--- src/rtl/core/stcl_cdiv.sv ---
`default_nettype none

module stcl_cdiv #(
	parameter int NUM_W   = 48,
	parameter int QUO_W   = 31,
	parameter int Divisor = 95047
) (
	input  logic             clk,
	input  logic             en,
	input  logic [NUM_W-1:0] num,
	output logic [QUO_W-1:0] quo
);
	// floor division by a constant as a multiply by the rounded-up reciprocal
	// three stages: partial products, row sums, final sum and shift
	localparam int SH   = NUM_W + $clog2(Divisor);
	localparam int M_W  = NUM_W + 2;
	localparam int NL   = (NUM_W + 15) / 16;
	localparam int ML   = (M_W + 23) / 24;
	localparam int NX_W = NL * 16;
	localparam int PP_W = 40;
	localparam int W    = NX_W + ML * 24;
	localparam logic [W-1:0] M_C = ((W'(1) << SH) + W'(Divisor - 1)) / W'(Divisor);

	logic [NX_W-1:0] num_x;
	logic [PP_W-1:0] pp_s1  [NL][ML];
	logic [W-1:0]    row_c  [NL];
	logic [W-1:0]    row_s2 [NL];
	logic [W-1:0]    total;

	assign num_x = NX_W'(num);

	// 16 by 24 bit partial products
	always_ff @(posedge clk) begin
		if (en) begin
			for (int k = 0; k < NL; k++) begin
				for (int j = 0; j < ML; j++) begin
					pp_s1[k][j] <= PP_W'(num_x[16*k +: 16]) * PP_W'(M_C[24*j +: 24]);
				end
			end
		end
	end

	always_comb begin
		for (int k = 0; k < NL; k++) begin
			row_c[k] = '0;
			for (int j = 0; j < ML; j++) begin
				row_c[k] = row_c[k] + (W'(pp_s1[k][j]) << (24 * j));
			end
		end
	end

	always_ff @(posedge clk) begin
		if (en) begin
			for (int k = 0; k < NL; k++) begin
				row_s2[k] <= row_c[k];
			end
		end
	end

	always_comb begin
		total = '0;
		for (int k = 0; k < NL; k++) begin
			total = total + (row_s2[k] << (16 * k));
		end
	end

	always_ff @(posedge clk) begin
		if (en) begin
			quo <= QUO_W'(total >> SH);
		end
	end

endmodule

`default_nettype wire

--- config.mk ---
export PLATFORM = sky130hd
export DESIGN_NAME = stcl_cdiv
export DESIGN_NICKNAME = d
export VERILOG_FILES = /design/src/rtl/core/stcl_cdiv.sv
export SDC_FILE = /design/constraint.sdc
export NUM_CORES = 2
export LEC_CHECK = 0
export BUFFER_PORTS_ARGS = -buffer_cell sky130_fd_sc_hd__buf_2
export CAP_MARGIN = 20
export CORE_AREA = 2 2 325 327
export DETAILED_ROUTE_END_ITERATION = 12
export DIE_AREA = 0 0 327 329
export GPL_ROUTABILITY_DRIVEN = 1
export PLACE_DENSITY = 0.71
export SYNTH_ARGS = -nofsm -noshare
export SYNTH_HDL_FRONTEND = slang
export SYNTH_SLANG_ARGS = --single-unit
--- constraint.sdc ---
create_clock -name clk -period 12.1 [get_ports clk]
set_clock_uncertainty 0.2 [all_clocks]
set_input_delay 2.42 -clock clk [delete_from_list [all_inputs] [get_ports clk]]
set_output_delay 2.42 -clock clk [all_outputs]
set_load 0.05 [all_outputs]
==> run_results.csv <==
group,metric,value,unit
synthesis,syn_inst,5107,
route,wl_per_cell,21.9,um
clock_tree,htreeDepth,2,
worst_hold_path,min_path_type,"reg -> reg",
route,drtAntennaViolNets,0,
floorplanning,core,0.104,mm^2
timing,finalCritPeriodShare,74.4,%
route,drt-initial-drc-count,2992,
clock_tree,cts.hold.buffers_added,0,
floorplanning,die_area,0.108,mm^2
layout,multi_input_area,0.0385,mm^2
layout,syn_to_final_growth,7.02,%
setup_path,crit_type,"in -> reg",
clock_tree,cts_root_buffer,"clkbuf_16",
layout,antenna_cells,0,
layout,final_cell_mix,"inv_1 (1154), ha_1 (1031), fa_1 (737)",
timing,slew_headroom,22.8,%
setup_path,crit_fanout,9,
layout,drive_gt1_share,4.00,%
route,drcViolationCount,0,
synthesis,seq_area_frac_synth,24.7,%
synthesis,synth-async-reset-ratio,0,%
clock_tree,clkTransAtPathRegs,60,ps
clock_tree,clock_sinks,468,
timing,rsz0062_at_grt,"false",
floorplanning,fp.dieW,327,um
global_routing,grt_max_degree,161,
synthesis,synth_cell_type_count,72,
global_routing,grt_pass1_vias,38600,
place,portBuffers,80,
place,routabilityCongestion,1.02,
route,dr.pass1.iters,5,
synthesis,yosysWarnings,0,
timing,finalCriticalPeriod,9010,ps
setup_path,crit_path_start_kind,"input pin",
timing,timing.fmax,111,MHz
global_routing,grt_pass1_wl,226,mm
layout,fin_util,58.4,%
synthesis,synth_compound_area_share,8.67,%
place,placed_cells,6573,
timing,worstMarginPinSlew,1150,ps
clock_tree,post_cts_resized,0,
synthesis,synth-xor-area-share,5.00,%
synthesis,syn_area,0.0569,mm^2
run_status,status,"finished clean",
route,wl,146,mm
synthesis,synth_flop_cell,"edfxtp_1",
global_routing,antenna_found_initial,1,
synthesis,synth-edff-count,468,
setup_path,critPathArrivalTime,9140,ps
route,via_count,36900,
timing,fin_tns_setup,0,ps
synthesis,syn_area_per_cell,11.2,um^2
floorplanning,die_h,329,um
synthesis,synth-adder-area-share,48.6,%
floorplanning,row_count,119,
setup_path,cp_data_required_time,12240,ps
floorplanning,io_pins,81,
synthesis,synthSimpleGateAreaFrac,5.28,%
clock_tree,clock_latency,640,ps
layout,stdcell_count,6671,
synthesis,synth_top_family_by_area,"adder cells",
clock_tree,cts_tree,"built",
route,drt-vias-per-instance,5.54,
job,maxCapViolCount,0,
timing,slew_violations,0,
global_routing,grt_usage,27.9,%
timing,hold_viol,0,
clock_tree,cts_setup_buffers,0,
layout,area.sequential,0.0141,mm^2
synthesis,synthMuxAreaShare,0.105,%
clock_tree,clock_path_buffers,3,
place,post-dp-hpwl,122,mm
layout,layout.nets,7057,
floorplanning,floorplan.initialDensity,54.6,%
clock_tree,numCtsBuffers,54,
synthesis,synth_nets,6925,
timing,finalSetupViolCount,0,
layout,fillers,8693,
setup_path,cp-end-kind,"flip-flop",
synthesis,synth_seq_cells,468,
layout,layout_commonest_cell,"inv_1",
global_routing,gr-total-overflow,0,
-- critical path, stage by stage --
cell      delay (ps)
buf_2            260
inv_1             80
ha_1             340
inv_1            190
fa_1             590
inv_1             60
fa_1             490
fa_1             540
inv_1             50
fa_1             540
inv_1             60
fa_1             520
inv_1             40
ha_1             350
a21o_1           210
a21o_1           210
a21oi_1          250
o21a_1           170
nand4_1          130
a311oi_1         990
o41ai_1          110
a21oi_1          260
a21oi_1          110
xnor2_1          140
-- flip-flops by register name, summed over array words and instances, names as in the netlist --
| signal | flops |
|---|---|
| row_s2 | 178 |
| quo | 31 |
| pp_s1 | 259 |
-- per-layer routing --
layer	up-vias	wire, um	track usage (%)	part of all wire, %
li1	17300	-	-	-
met1	18300	65900	39.6	45
met2	1123	63400	42.3	43
met3	251	11600	6.80	7.9
met4	2	5110	8.87	3.5
met5	-	12	0	0.0082
-- synthesized netlist by cell type (4+ instances only) --
master / number / area share [%]
inv_1: 1154 / 7.6
ha_1: 1031 / 23
fa_1: 737 / 26
edfxtp_1: 468 / 25
a21oi_1: 229 / 2.0
xnor2_1: 225 / 3.5
nor2_1: 170 / 1.1
a21o_1: 151 / 2.0
nand2_1: 128 / 0.84
o21ai_0: 116 / 1.0
xor2_1: 100 / 1.5
nand3_1: 64 / 0.56
nor3_1: 51 / 0.45
o21a_1: 38 / 0.50
nor2b_1: 37 / 0.41
and3_1: 33 / 0.36
o21bai_1: 33 / 0.44
nand4_1: 30 / 0.33
nand2b_1: 28 / 0.31
a31oi_1: 27 / 0.30
and2_1: 25 / 0.27
o211ai_1: 20 / 0.26
or2_2: 20 / 0.22
or3_1: 13 / 0.14
a211oi_1: 11 / 0.15
a21boi_0: 11 / 0.15
o31ai_1: 11 / 0.15
a2111oi_0: 10 / 0.15
and4_1: 10 / 0.15
clkbuf_1: 10 / 0.066
o21ai_1: 9 / 0.079
a221oi_1: 8 / 0.12
a41o_1: 8 / 0.14
a41oi_1: 6 / 0.092
mux2i_1: 6 / 0.11
nor4_1: 6 / 0.066
o31a_1: 6 / 0.092
a311oi_1: 5 / 0.077
o41ai_1: 5 / 0.077
a211o_1: 4 / 0.062
a221o_1: 4 / 0.070
a31o_2: 4 / 0.062
-- final cells by class --
class	instances	area share [%]
inverter	1154	7.11
clock inverter	38	0.712
sequential	468	23.1
tap	1391	2.86
clock buffer	59	2.25
timing repair buffer	89	0.838
multi-input combinational	3472	63.2
-- through the flow --
| step | setup WS (ps) | area [um^2] | hold WS, ps |
|---|---|---|---|
| final | 3090 | 60900 | 216 |
| after global placement | 2570 | 59100 | 203 |
| after detailed placement | 2480 | 59100 | 205 |
| after floorplan | 3550 | 56900 | 200 |
| after CTS | 3130 | 60900 | 218 |
| after global routing | 2770 | 60900 | 223 |
-- worst paths after layout --
path / start / end / slack (ps) / depth (start not counted)
max: num[46] / pp_s1[2][93] / 3090 / 24
min: pp_s1[2][63] / row_s2[0][187] / 220 / 0
max reg2reg: row_s2[0][60] / quo[29] / 6930 / 13
min reg2reg: pp_s1[2][63] / row_s2[0][187] / 220 / 0
-- kinds of logic after synthesis --
group / after synthesis
adders and majority gates: 1768
buffers and inverters: 1167
AOI/OAI and AO/OA: 755
and+or+nand+nor: 618
DFF: 468
xor gates and xnor gates: 325
muxes: 6
Power is not shown: default switching activity piles up to over one toggle a cycle in this logic, so the estimate is an artifact.
