<file path="src/rtl/core/stcl_pkg.sv">
`default_nettype none

package stcl_pkg;

	localparam int FRAC       = 30;
	localparam int LIN_W      = 31;  // linear component, 1.30
	localparam int RAT_W      = 31;  // white-relative xyz, 1.30
	localparam int F_W        = 31;  // f(t), 1.30
	localparam int CODE_W     = 16;
	localparam int CBRT_STEPS = F_W;
	localparam int XYZ_NUM_W  = 48;
	localparam int LIN_NUM_W  = 52;
	localparam int L_NUM_W    = 26;
	localparam int L_QW       = 17;
	localparam int CDIV_LAT   = 3;   // constant divider stages

	localparam int XYZ_LAT  = 3 + CDIV_LAT;
	localparam int FLAB_LAT = 2 * CBRT_STEPS + 1;
	localparam int LAB_LAT  = CDIV_LAT + 4;
	localparam int PIPE_LAT = XYZ_LAT + FLAB_LAT + LAB_LAT;

	typedef logic [LIN_W-1:0]  lin_t;
	typedef logic [RAT_W-1:0]  ratio_t;
	typedef logic [F_W-1:0]    f_t;
	typedef logic [CODE_W-1:0] code_t;
	typedef lin_t lin_tab_t [256];

	localparam longint unsigned ONE_C  = 64'd1 << FRAC;
	localparam longint unsigned HALF_C = 64'd1 << (FRAC - 1);

	function automatic longint unsigned fmul(longint unsigned a, longint unsigned b);
		return (a * b + HALF_C) >> FRAC;
	endfunction

	function automatic longint unsigned pow5(longint unsigned v);
		longint unsigned v2;
		v2 = fmul(v, v);
		return fmul(fmul(v2, v2), v);
	endfunction

	// gamma linearisation of one 8-bit code
	function automatic lin_t lin_val(int unsigned c);
		longint unsigned cc, u, u2, lo, hi, mid;
		cc = 64'(c);
		if (c < 11) begin
			return lin_t'((cc * 10 * ONE_C + 16473) / 32946);
		end
		u  = ((1000 * cc + 14025) * ONE_C + 134512) / 269025;
		u2 = fmul(u, u);
		lo = 0;
		hi = ONE_C;
		while (lo < hi) begin
			mid = lo + (hi - lo + 1) / 2;
			if (pow5(mid) <= u2) begin
				lo = mid;
			end else begin
				hi = mid - 1;
			end
		end
		return lin_t'(fmul(u2, lo));
	endfunction

	function automatic lin_tab_t lin_table();
		lin_tab_t tab;
		for (int i = 0; i < 256; i++) begin
			tab[i] = lin_val(i);
		end
		return tab;
	endfunction

endpackage

`default_nettype wire

</file>
<file path="src/rtl/core/stcl_cdiv.sv">
`default_nettype none

module stcl_cdiv #(
	parameter int NUM_W   = 48,
	parameter int QUO_W   = 31,
	parameter int Divisor = 95047
) (
	input  logic             clk,
	input  logic             en,
	input  logic [NUM_W-1:0] num,
	output logic [QUO_W-1:0] quo
);
	// floor division by a constant as a multiply by the rounded-up reciprocal
	// three stages: partial products, row sums, final sum and shift
	localparam int SH   = NUM_W + $clog2(Divisor);
	localparam int M_W  = NUM_W + 2;
	localparam int NL   = (NUM_W + 15) / 16;
	localparam int ML   = (M_W + 23) / 24;
	localparam int NX_W = NL * 16;
	localparam int PP_W = 40;
	localparam int W    = NX_W + ML * 24;
	localparam logic [W-1:0] M_C = ((W'(1) << SH) + W'(Divisor - 1)) / W'(Divisor);

	logic [NX_W-1:0] num_x;
	logic [PP_W-1:0] pp_s1  [NL][ML];
	logic [W-1:0]    row_c  [NL];
	logic [W-1:0]    row_s2 [NL];
	logic [W-1:0]    total;

	assign num_x = NX_W'(num);

	// 16 by 24 bit partial products
	always_ff @(posedge clk) begin
		if (en) begin
			for (int k = 0; k < NL; k++) begin
				for (int j = 0; j < ML; j++) begin
					pp_s1[k][j] <= PP_W'(num_x[16*k +: 16]) * PP_W'(M_C[24*j +: 24]);
				end
			end
		end
	end

	always_comb begin
		for (int k = 0; k < NL; k++) begin
			row_c[k] = '0;
			for (int j = 0; j < ML; j++) begin
				row_c[k] = row_c[k] + (W'(pp_s1[k][j]) << (24 * j));
			end
		end
	end

	always_ff @(posedge clk) begin
		if (en) begin
			for (int k = 0; k < NL; k++) begin
				row_s2[k] <= row_c[k];
			end
		end
	end

	always_comb begin
		total = '0;
		for (int k = 0; k < NL; k++) begin
			total = total + (row_s2[k] << (16 * k));
		end
	end

	always_ff @(posedge clk) begin
		if (en) begin
			quo <= QUO_W'(total >> SH);
		end
	end

endmodule

`default_nettype wire

</file>
<file path="src/rtl/core/stcl_lab.sv">
`default_nettype none

module stcl_lab (
	input  logic          clk,
	input  logic          en,
	input  stcl_pkg::f_t  fx,
	input  stcl_pkg::f_t  fy,
	input  stcl_pkg::f_t  fz,
	output stcl_pkg::code_t lightness_code,
	output stcl_pkg::code_t a_code,
	output stcl_pkg::code_t b_code
);
	import stcl_pkg::*;

	localparam int S1_W = 42;
	localparam int S2_W = 56;
	localparam logic signed [S1_W-1:0] L_OFS  = S1_W'(16 * ONE_C);
	localparam logic signed [S1_W-1:0] AB_OFS = S1_W'(128 * ONE_C);
	localparam logic signed [S2_W-1:0] L_RND  = S2_W'(50 * ONE_C);
	localparam logic signed [S2_W-1:0] AB_RND = S2_W'(HALF_C);
	localparam logic [L_QW-1:0] CODE_MAX = L_QW'(65535);

	logic signed [S1_W-1:0] fxs, fys, fzs;
	logic signed [S1_W-1:0] lv_s1, av_s1, bv_s1;
	logic signed [S2_W-1:0] nl_s2, na_s2, nb_s2;
	logic                   lneg_s3;
	logic [L_NUM_W-1:0]     ln_s3;
	code_t                  a_s3, b_s3;
	logic [L_QW-1:0]        lq;
	logic                   lneg_d [CDIV_LAT];
	code_t                  a_d    [CDIV_LAT];
	code_t                  b_d    [CDIV_LAT];

	function automatic code_t sat_shift(logic signed [S2_W-1:0] v);
		logic [S2_W-FRAC-1:0] q;
		q = v[S2_W-1:FRAC];
		if (v[S2_W-1]) begin
			return '0;
		end
		if (q > (S2_W - FRAC)'(65535)) begin
			return '1;
		end
		return q[CODE_W-1:0];
	endfunction

	assign fxs = signed'(S1_W'(fx));
	assign fys = signed'(S1_W'(fy));
	assign fzs = signed'(S1_W'(fz));

	always_ff @(posedge clk) begin
		if (en) begin
			lv_s1 <= fys * S1_W'(116) - L_OFS;
			av_s1 <= (fxs - fys) * S1_W'(500) + AB_OFS;
			bv_s1 <= (fys - fzs) * S1_W'(200) + AB_OFS;
			// times 65535 and times 257 as shift and add
			nl_s2 <= (S2_W'(lv_s1) <<< 16) - S2_W'(lv_s1) + L_RND;
			na_s2 <= (S2_W'(av_s1) <<< 8) + S2_W'(av_s1) + AB_RND;
			nb_s2 <= (S2_W'(bv_s1) <<< 8) + S2_W'(bv_s1) + AB_RND;
			lneg_s3 <= nl_s2[S2_W-1];
			ln_s3   <= nl_s2[FRAC+L_NUM_W-1:FRAC];
			a_s3    <= sat_shift(na_s2);
			b_s3    <= sat_shift(nb_s2);
		end
	end

	// divide by 100 after the shift by 2^30
	stcl_cdiv #(
		.NUM_W  (L_NUM_W),
		.QUO_W  (L_QW),
		.Divisor(100)
	) u_ldiv (
		.clk(clk),
		.en (en),
		.num(ln_s3),
		.quo(lq)
	);

	always_ff @(posedge clk) begin
		if (en) begin
			lneg_d[0] <= lneg_s3;
			a_d[0]    <= a_s3;
			b_d[0]    <= b_s3;
			for (int i = 1; i < CDIV_LAT; i++) begin
				lneg_d[i] <= lneg_d[i-1];
				a_d[i]    <= a_d[i-1];
				b_d[i]    <= b_d[i-1];
			end
			if (lneg_d[CDIV_LAT-1]) begin
				lightness_code <= '0;
			end else if (lq > CODE_MAX) begin
				lightness_code <= '1;
			end else begin
				lightness_code <= lq[CODE_W-1:0];
			end
			a_code <= a_d[CDIV_LAT-1];
			b_code <= b_d[CDIV_LAT-1];
		end
	end

endmodule

`default_nettype wire

</file>
<file path="config.mk">
export PLATFORM = sky130hd
export DESIGN_NAME = stcl_lab
export DESIGN_NICKNAME = d
export VERILOG_FILES = /design/src/rtl/core/stcl_pkg.sv /design/src/rtl/core/stcl_cdiv.sv /design/src/rtl/core/stcl_lab.sv
export SDC_FILE = /design/constraint.sdc
export NUM_CORES = 2
export LEC_CHECK = 0
export ABC_AREA = 1
export BUFFER_PORTS_ARGS = -buffer_cell sky130_fd_sc_hd__buf_2
export CORE_ASPECT_RATIO = 1.1
export CORE_MARGIN = 10
export CORE_UTILIZATION = 24
export DETAILED_ROUTE_END_ITERATION = 8
export PLACE_DENSITY_LB_ADDON = 0.15
export SETUP_SLACK_MARGIN = 0.3
export SLEW_MARGIN = 10
export SYNTH_ARGS = -nofsm -noshare
export SYNTH_HDL_FRONTEND = slang
export SYNTH_HIERARCHICAL = 1
export SYNTH_SLANG_ARGS = --single-unit
</file>
<file path="constraint.sdc">
create_clock -name clk -period 10.3 [get_ports clk]
set_input_delay 2.06 -clock clk [delete_from_list [all_inputs] [get_ports clk]]
set_output_delay 2.06 -clock clk [all_outputs]
set_load 0.01 [all_outputs]
</file>
==> results_dict.tcl <==
set metrics [dict create \
    outcome "finished, final reports clean" \
    hold_buffers 0 \
    post_drt_wl_per_cell_um 15.5 \
    root_buffer "clkbuf_16" \
    yosys_warnings 6 \
    ys_seq_area_frac 0.285 \
    postSynth.asyncResetShare 0 \
    totalWireLength_mm 158 \
    initial_core_util 0.241 \
    slowest_delay_ns 0.55 \
    cp_data_arrival_time_ns 8.42 \
    num_io_pins 143 \
    clk_latency_ns 0.71 \
    crit_family "adder cells" \
    ys_ff_latch 545 \
    synth_top_cell_area_share 0.285 \
    gp_congestion 0.874 \
    synth_cells 6805 \
    timing.max_cap.violations 0 \
    cts_made_buffers 59 \
    layout_common_cells "inv_1, nand2_1, ha_1, nor2_1, edfxtp_1" \
    grt_pass1_wl_mm 255 \
    cts-resized-gates 0 \
    cp_slowest_cell "fa_1" \
    placed_cells 10100 \
    critPathBufInv 6 \
    cts_sinks 545 \
    tightest_slew_ns 1.04 \
    grt_pass1_vias 45800 \
    numPortBuffers 142 \
    dpl-instance-area_um2 62100 \
    rsz0062_at_grt "false" \
    final_cell_count_no_fill 10200 \
    dieArea_um2 259000 \
    critPathRequiredTime_ns 10.70 \
    die_y_um 533 \
    drv_slew 0 \
    drt_pass1_iterations 5 \
    start_kind "input port" \
    cts_max_path_buffers 3 \
    min_path_type "reg2reg" \
    vias 43000 \
    fin_worst_skew_ns 0.0751 \
    max_slew_margin 0.305 \
    grt-ovfl-total 0 \
    grt_max_degree 168 \
    finalHoldViolations 0 \
    endpoint_kind "flip-flop" \
    drc_errors 0 \
    core-area_um2 238000 \
    tritoncts "built" \
    synth_area_um2 57400 \
    holdWs_ns 0.392 \
    final_common_cell "inv_1" \
    final_area_um2 64000 \
    dieWidth_um 486 \
    yosys.area.top_type "edfxtp_1" \
    synth_nets 8132 \
    synth-main-ff-cell "edfxtp_1" \
    synth.avg_cell_area_um2 8.43 \
    cts_setup_buffers 0 \
    critPathMaxFanout 5 \
    avgViaCountPerCell 4.23 \
    drt_iter0_drc 1863 \
    max_freq_ghz 0.125 \
    dpl.hpwl_mm 137 \
    num_rows 188 \
    ant_nets 0 \
    synth_top_cells_by_area "edfxtp_1, ha_1, fa_1" \
    nNetsFinal 8327 \
    clk_pin_slew_worst_paths_ns 0.06 \
    setup_viol_count_final 0 \
    period_share 0.778 \
    grt_usage 0.121 \
    final_layout_size_suffix_gt1_frac 0.0471 \
    period_needed_ns 8.02 \
    antenna_found_initial 6 \
    worst_path_most_repeated_cell "nand2_1" \
    synth_edf_count 545 \
    fin_setup_tns_ns 0 \
    syn_to_final_growth_pct 11.4 \
    h-tree-depth 2 \
    path_class "in2reg" \
    synthDistinctLibCells 61 \
]
==> final cells by class <==
| cell class | count | area (µm²) |
|---|---|---|
| diodes | 1 | 2.50 |
| clock buffers | 72 | 1530 |
| clock inverters | 35 | 372 |
| fillers | 26000 | 174000 |
| inverters | 1450 | 5450 |
| multi-input cells | 4796 | 35500 |
| flip-flops and latches | 545 | 16400 |
| well taps | 3135 | 3920 |
| repair buffers | 148 | 803 |
==> worst paths after layout <==
kind / start / slack [ns] / endpoint / cells past startpoint
max: fx[0] / 2.28 / av_s1[41] / 34
min: nl_s2[34] / 0.39 / ln_s3[4] / 0
max reg2reg: ln_s3[5] / 4.39 / u_ldiv/pp_s1[0][53] / 19
min reg2reg: nl_s2[34] / 0.39 / ln_s3[4] / 0
==> logic make-up (layout without fill, tap and decap cells) <==
logic type	Yosys count	in the layout	share of synthesized area
AO/OA/AOI/OAI	924	924	0.0896
other	0	1	0
buffers and inverters	1464	1705	0.0959
adder cells (fa/ha/maj)	1232	1232	0.316
AND/OR/NAND/NOR	2375	2375	0.172
XOR/XNOR	265	265	0.0408
flip-flops	545	545	0.285
==> state kept, by name (all words and copies together), names as in the netlist <==
register and flops:
a_code 16, a_d 48, a_s3 16, av_s1 40
b_code 16, b_d 48, b_s3 16, bv_s1 39
lightness_code 16, ln_s3 25, lneg_d 3, lneg_s3 1
lv_s1 37, na_s2 22, nb_s2 22, nl_s2 26
u_ldiv/pp_s1 77, u_ldiv/quo 17, u_ldiv/row_s2 60
==> Yosys cell counts, types with 31 or more instances <==
cell type / number
a21o_1: 45
a21oi_1: 487
a31oi_1: 42
edfxtp_1: 545
fa_1: 363
ha_1: 869
inv_1: 1441
nand2_1: 1314
nand2_2: 31
nand3_1: 238
nand4_1: 59
nor2_1: 577
nor3_1: 51
o21ai_0: 221
o21bai_1: 50
xnor2_1: 85
xor2_1: 177
==> through the flow <==
step	setup slack [ns]	util
global route	1.71	0.268
CTS	2.26	0.268
floorplan	2.49	-
finish	2.28	0.268
global placement	1.60	0.260
detailed placement	1.55	0.260
==> routing by layer <==
metal | routed length (µm) | vias to the layer above | track usage
met5 | 39 | - | 0
met4 | 3180 | 8 | 0.0262
met3 | 4100 | 144 | 0.0116
met2 | 74700 | 510 | 0.209
met1 | 76200 | 19900 | 0.164
li1 | - | 22400 | -
Power is left out: the tool's default activity adds up to more than one toggle a clock period on the data nets, which glitch-free logic cannot reach.
